--- config.mk ---
export PLATFORM = sky130hd
export DESIGN_NAME = sia_ctrl
export DESIGN_NICKNAME = d
export VERILOG_FILES = /design/src/sv/sia_pkg.sv /design/src/sv/sia_ctrl.sv
export SDC_FILE = /design/constraint.sdc
export NUM_CORES = 1
export LEC_CHECK = 0
export ABC_AREA = 1
export ABC_CLOCK_PERIOD_IN_PS = 2300
export BUFFER_PORTS_ARGS = -buffer_cell sky130_fd_sc_hd__buf_4
export CAP_MARGIN = 10
export CORE_MARGIN = 3
export CORE_UTILIZATION = 25
export DETAILED_ROUTE_END_ITERATION = 7
export GPL_ROUTABILITY_DRIVEN = 0
export HOLD_SLACK_MARGIN = 0.15
export PLACE_DENSITY_LB_ADDON = 0.2
export SLEW_MARGIN = 10
export SYNTH_ARGS = -nofsm -noshare
export SYNTH_HDL_FRONTEND = slang
export SYNTH_SLANG_ARGS = --single-unit
--- constraint.sdc ---
create_clock -name clk -period 2.3 [get_ports clk]
set_input_delay 0.575 -clock clk [delete_from_list [all_inputs] [get_ports clk]]
set_output_delay 0.575 -clock clk [all_outputs]
set_load 0.02 [all_outputs]
--- src/sv/sia_pkg.sv ---
`timescale 1ns / 1ps
// ----------------------------------------------------------------------------
// Slot index allocator package
// Widths, sizes, codes and the structs passed between the allocator modules.
// ----------------------------------------------------------------------------
package sia_pkg;

    localparam int INDEX_W          = 12;
    localparam int COUNT_W          = 13;
    localparam int INITIAL_CAPACITY = 1024;
    localparam int MAX_CAPACITY     = 4096;
    localparam int STACK_DEPTH      = 4096;
    localparam int ADDR_W           = $clog2(STACK_DEPTH);

    typedef enum logic
    {
        OP_ACQUIRE = 1'b0,
        OP_RELEASE = 1'b1
    } op_t;

    typedef enum logic [1:0]
    {
        STATUS_OK        = 2'd0,
        STATUS_GREW      = 2'd1,
        STATUS_EXHAUSTED = 2'd2,
        STATUS_OVERFLOW  = 2'd3
    } status_t;

    typedef struct packed
    {
        logic                push;
        logic                pop;
        logic [ADDR_W-1:0]   addr;
        logic [INDEX_W-1:0]  data;
    } stack_cmd_t;

    typedef struct packed
    {
        logic                pop;
        status_t             status;
        logic [INDEX_W-1:0]  index;
        logic [INDEX_W-1:0]  grow;
    } decision_t;

endpackage

--- src/sv/sia_ctrl.sv ---
`timescale 1ns / 1ps
// ----------------------------------------------------------------------------
// Allocator control
// Holds the capacity and the counters, decides each transaction and drives the stack.
// ----------------------------------------------------------------------------
module sia_ctrl
(
    input  logic                          clk,
    input  logic                          rst_n,
    input  logic                          take,
    input  logic                          advance,
    input  logic                          operation,
    input  logic [sia_pkg::INDEX_W-1:0]   slot_index,
    output sia_pkg::stack_cmd_t           cmd,
    output sia_pkg::decision_t            dec,
    output logic                          dec_valid
);

    logic [sia_pkg::COUNT_W-1:0] capacity_reg, capacity_next;
    logic [sia_pkg::COUNT_W-1:0] unused_reg, unused_next;
    logic [sia_pkg::COUNT_W-1:0] freed_reg, freed_next;
    logic                        dec_valid_reg, dec_valid_next;
    sia_pkg::decision_t          dec_reg, dec_next;
    logic [sia_pkg::COUNT_W-1:0] stack_limit;
    logic [sia_pkg::COUNT_W-1:0] next_fresh;
    logic [sia_pkg::COUNT_W-1:0] top;
    logic [sia_pkg::COUNT_W:0]   grown;

    always_comb
    begin
        stack_limit = (capacity_reg < sia_pkg::COUNT_W'(sia_pkg::STACK_DEPTH)) ?
                      capacity_reg : sia_pkg::COUNT_W'(sia_pkg::STACK_DEPTH);
        next_fresh  = capacity_reg - unused_reg;
        top         = freed_reg - 1'b1;
        grown       = {capacity_reg, 1'b0};

        capacity_next  = capacity_reg;
        unused_next    = unused_reg;
        freed_next     = freed_reg;
        dec_next       = dec_reg;
        dec_valid_next = dec_valid_reg;
        cmd            = '0;

        if (advance)
        begin
            dec_valid_next = 1'b0;
        end

        if (take)
        begin
            dec_valid_next = 1'b1;
            dec_next       = '0;
            dec_next.status = sia_pkg::STATUS_OK;
            if (operation == sia_pkg::OP_RELEASE)
            begin
                if (freed_reg >= stack_limit)
                begin
                    dec_next.status = sia_pkg::STATUS_OVERFLOW;
                end
                else
                begin
                    cmd.push   = 1'b1;
                    cmd.addr   = freed_reg[sia_pkg::ADDR_W-1:0];
                    cmd.data   = slot_index;
                    freed_next = freed_reg + 1'b1;
                end
            end
            else if (unused_reg != '0)
            begin
                dec_next.index = next_fresh[sia_pkg::INDEX_W-1:0];
                unused_next    = unused_reg - 1'b1;
            end
            else if (freed_reg != '0)
            begin
                cmd.pop      = 1'b1;
                cmd.addr     = top[sia_pkg::ADDR_W-1:0];
                dec_next.pop = 1'b1;
                freed_next   = top;
            end
            else if (grown > (sia_pkg::COUNT_W+1)'(sia_pkg::MAX_CAPACITY))
            begin
                dec_next.status = sia_pkg::STATUS_EXHAUSTED;
            end
            else
            begin
                dec_next.status = sia_pkg::STATUS_GREW;
                dec_next.index  = capacity_reg[sia_pkg::INDEX_W-1:0];
                dec_next.grow   = capacity_reg[sia_pkg::INDEX_W-1:0];
                unused_next     = capacity_reg - 1'b1;
                capacity_next   = grown[sia_pkg::COUNT_W-1:0];
            end
        end
    end

    always_ff @(posedge clk or negedge rst_n)
    begin
        if (!rst_n)
        begin
            capacity_reg  <= sia_pkg::COUNT_W'(sia_pkg::INITIAL_CAPACITY);
            unused_reg    <= sia_pkg::COUNT_W'(sia_pkg::INITIAL_CAPACITY);
            freed_reg     <= '0;
            dec_valid_reg <= 1'b0;
        end
        else
        begin
            capacity_reg  <= capacity_next;
            unused_reg    <= unused_next;
            freed_reg     <= freed_next;
            dec_valid_reg <= dec_valid_next;
        end
    end

    always_ff @(posedge clk)
    begin
        dec_reg <= dec_next;
    end

    assign dec       = dec_reg;
    assign dec_valid = dec_valid_reg;

endmodule
### Word-level counts from Yosys, hierarchy flattened

Cells that the tools add are included.

* register bits after elaboration: 47
* bits of input ports: 17
* output and inout bits: 54
* logic and storage cells: 60

* $add $sub $neg: 5
* $lt $le $gt $ge: 3
* equal/unequal tests: 4
* multiplexer cells: 27
* bitwise operators: 4
* reduce and logical (&&, ||, !) cells: 9

Operators with widths (count)
* 13-bit 2-to-1 mux: 10
* 26-bit 2-to-1 mux: 2
* 24-bit 2-to-1 mux: 2
* 13-bit by 1-bit subtractor with 13-bit output (second input constant): 3
* 12-bit 2-to-1 mux: 3
* 13-bit nonzero test: 2
* 14-bit by 13-bit > comparator with 1-bit output (second input constant): 1
* 13-bit by 1-bit adder with 13-bit output (second input constant): 1
* 13-bit >= comparator: 1
* 13-bit < comparator (second input constant): 1
* 12-bit subtractor: 1
* 2-bit 2-to-1 mux: 4
* 2-bit != test (second input constant): 4
* 4-bit AND reduction: 2
* 1-bit 2-to-1 mux: 6
* 5-bit AND reduction: 1
* 1-bit inverter: 4
* 2-bit nonzero test: 2
* 4-bit OR reduction: 1
* 2-bit OR reduction: 1

### Depth between registers and ports, before layout

* depth in word-level cells: 6
* gate-level depth with buffers: 11

### Worst setup path before layout

OpenSTA, ideal clock, no wires.

* path type: reg-to-output
* from: register capacity_reg[11] (netlist name)
* to: output port cmd[19] (netlist name)
* arrival time: 2069 ps
* setup slack: -344 ps
* cell stages (with the launch flop): 10
* path through: dfrtp_1 > clkbuf_1 > nand2_1 > ha_1 > nand2_1 > o21ai_0 > nor2_1 > nand4_4 > buf_4 > o21ai_0

RTL lines
* start, declared: RTL line sia_ctrl.sv:19 `logic [sia_pkg::COUNT_W-1:0] capacity_reg, capacity_next;`
* start signal, assigned: RTL line sia_ctrl.sv:99 `capacity_reg <= sia_pkg::COUNT_W'(sia_pkg::INITIAL_CAPACITY);`
* start signal, assigned: RTL line sia_ctrl.sv:106 `capacity_reg <= capacity_next;`
* end, declared: RTL line sia_ctrl.sv:14 `output sia_pkg::stack_cmd_t cmd,`

==> flow_summary.ini <==
[timing]
layout_min_cycle_time_ns = 2.635
finalMaxSlewViolations = 0
hold_viol = 0
fmax_mhz = 379.5
whs_ns = 0.2300
fin_tns_setup_ns = -7.531
period_share = 1.146
skew_ns = 0.01178
finalSetupViolCount = 26
rsz0062_at_grt = true
fin_ws_ns = -0.3348

[synth]
ys_types = 30
yosysWarningCount = 0
ys_seq_area_frac = 0.3555
syn_area_per_cell_um2 = 6.916
netlist_instances = 514
syn_area_um2 = 3555
ys_seq_elements = 47

[pwr]
leakage_nw = 2.585
total_power_w = 0.006026
vdd_drop_max_v = 0.0005789
power_density_nw_per_um2 = 1146

[final_layout]
layout_commonest_cell = nand2_1
area_growth_pct = 47.98
largest_reg_flops = 17
n_antenna_cell = 0
final_cell_mix = nand2_1 (148), buf_4 (117), inv_1 (53)
drive_above_1_share = 0.3396
fin_cells = 818
fill_cells = 1401
fin_nets = 668
design_area_um2 = 5260

[clocking]
clock_sinks = 47
cts_buffers = 5
h-tree-depth = 2
clk_latency_ns = 0.30
cts_hold_buffers = 0
clkTransAtPathRegs_ns = 0.07
cts_tree = built
cts_root_buf = clkbuf_16
clockBufferDepth = 2

[floorplanning]
start_util = 0.2622
die_area_um2 = 15690
die-width_um = 125.2
fp-row-count = 42
die_h_um = 125.2
core_area_um2 = 13560
io_pins = 71

[route]
viasPerCell = 4.440
postRouteAntennaNets = 0
wl_um = 10640
drt_iter0_drc = 295
drc = 0
wl_per_cell_um = 13.00
via_count = 3632
first_pass_iters = 4

[worst_setup_path]
end_kind = output pin
reg2regPathDepth = 12
r2r_end = freed_reg[11]
r2r_slack_ns = 0.29
cp.required_ns = 1.73
start_kind = flip-flop
worst-endpoint-arrival_ns = 2.06
reg2reg_from = capacity_reg[10]
cp_max_fo = 12
critical_path_class = reg -> out

[global_routing]
grt_pass1_vias = 3452
antenna_found_initial = 0
grt_max_degree = 31
overflow = 0
track_usage = 0.1353
grt_pass1_wl_um = 17330

[place]
place_hpwl_um = 7969
dp_cells = 791
io_buffers = 60
dpl_cell_area_um2 = 4738

[run_status]
status = finished with violations
violations = setup timing

[run]
cap_violations = 0

[hold_path]
hold_class = in -> async
-- where the power goes --
part / switching, W / internal, W
combinational: 0.00210 / 0.00159
clock: 0.000358 / 0.000631
sequential: 0.000184 / 0.00116
total: 0.00264 / 0.00338
-- area by class of cell --
| type | instances | area, um^2 | share of cell area |
|---|---|---|---|
| multi-input cells | 386 | 2182 | 0.4148 |
| flip-flops and latches | 47 | 1265 | 0.2405 |
| repair buffers | 139 | 1156 | 0.2198 |
| inverters | 62 | 240.2 | 0.04567 |
| well taps | 176 | 220.2 | 0.04186 |
| clock buffers | 5 | 125.1 | 0.02379 |
| clock inverters | 3 | 71.32 | 0.01356 |
-- synth_stat cells --
cell type	instances	share of area
conb_1	1	0.0011
nand4_1	9	0.016
or2_2	1	0.0018
xnor2_1	3	0.0074
nand2_2	7	0.012
clkbuf_1	3	0.0032
ha_1	10	0.035
a21oi_1	8	0.011
nand2_4	1	0.0032
buf_6	3	0.0095
o21ai_0	30	0.042
and3_1	1	0.0018
nand2_1	154	0.16
nand4_4	1	0.0060
nand3_1	53	0.075
edfxtp_1	17	0.14
dfstp_2	2	0.015
dfrtp_1	28	0.20
xor2_1	14	0.034
buf_4	15	0.032
nor2_1	58	0.061
nand3_4	1	0.0049
nand3b_1	1	0.0021
o21ai_1	8	0.011
buf_2	7	0.0099
nor2_4	5	0.016
inv_1	62	0.065
o22ai_1	3	0.0053
nor2_2	7	0.012
o31ai_1	1	0.0021
-- routing by layer --
layer | up-vias | global-route usage | part of all wire
li1 | 1871 | - | -
met1 | 1671 | 0.1761 | 0.46
met2 | 78 | 0.2287 | 0.49
met3 | 12 | 0.02729 | 0.045
met4 | 0 | 0.03763 | 0.012
met5 | - | 0 | 0
-- timing repair --
action                                  in CTS  in global routing
setup buffers                               16                  2
resized for setup                           44                  1
cloned                                       1                  0
endpoints found under the setup margin      26                 26
pin swaps                                   19                  7
-- critical path: stages, from the launching register on --
cell and delay [ns]:
dfstp_2 0.53, inv_1 0.05, nor2_1 0.09, ha_1 0.23, nand3_1 0.08, nor2_1 0.05
nand2_2 0.09, nand4_4 0.16, buf_12 0.21, o21ai_2 0.14, buf_6 0.13
-- worst max path at each step --
stage | slack (ns) | startpoint | endpoint | cells after the start
2_1_floorplan | 0.006 | capacity_reg[10] | cmd[14] | 10
3_3_place_gp | -0.001 | capacity_reg[10] | cmd[16] | 10
3_5_place_dp | -0.05 | capacity_reg[12] | cmd[16] | 10
4_1_cts | -0.35 | capacity_reg[12] | cmd[16] | 10
5_1_grt | -0.47 | capacity_reg[12] | cmd[16] | 10
6_report | -0.33 | capacity_reg[10] | cmd[16] | 10
-- logic make-up (layout without fill, tap and decap cells) --
group           count (synthesis)  after routing  share of synthesized area
flops                          47             47                     0.3555
fa+ha+maj                      10             10                    0.03520
compound gates                 50             50                    0.07216
buf+inv                        90            209                     0.1197
simple gates                  299            299                     0.3745
other cells                     1             10                   0.001055
xor+xnor                       17             17                    0.04189
-- per-stage QoR --
stage          worst slack (ns)    util
4_1_cts                 -0.3529  0.3866
3_5_place_dp           -0.04561  0.3495
3_3_place_gp          -0.001379  0.3495
6_report                -0.3348  0.3880
5_1_grt                 -0.4674  0.3880
2_1_floorplan          0.005720       -
Power figures use the tool's default switching activity.
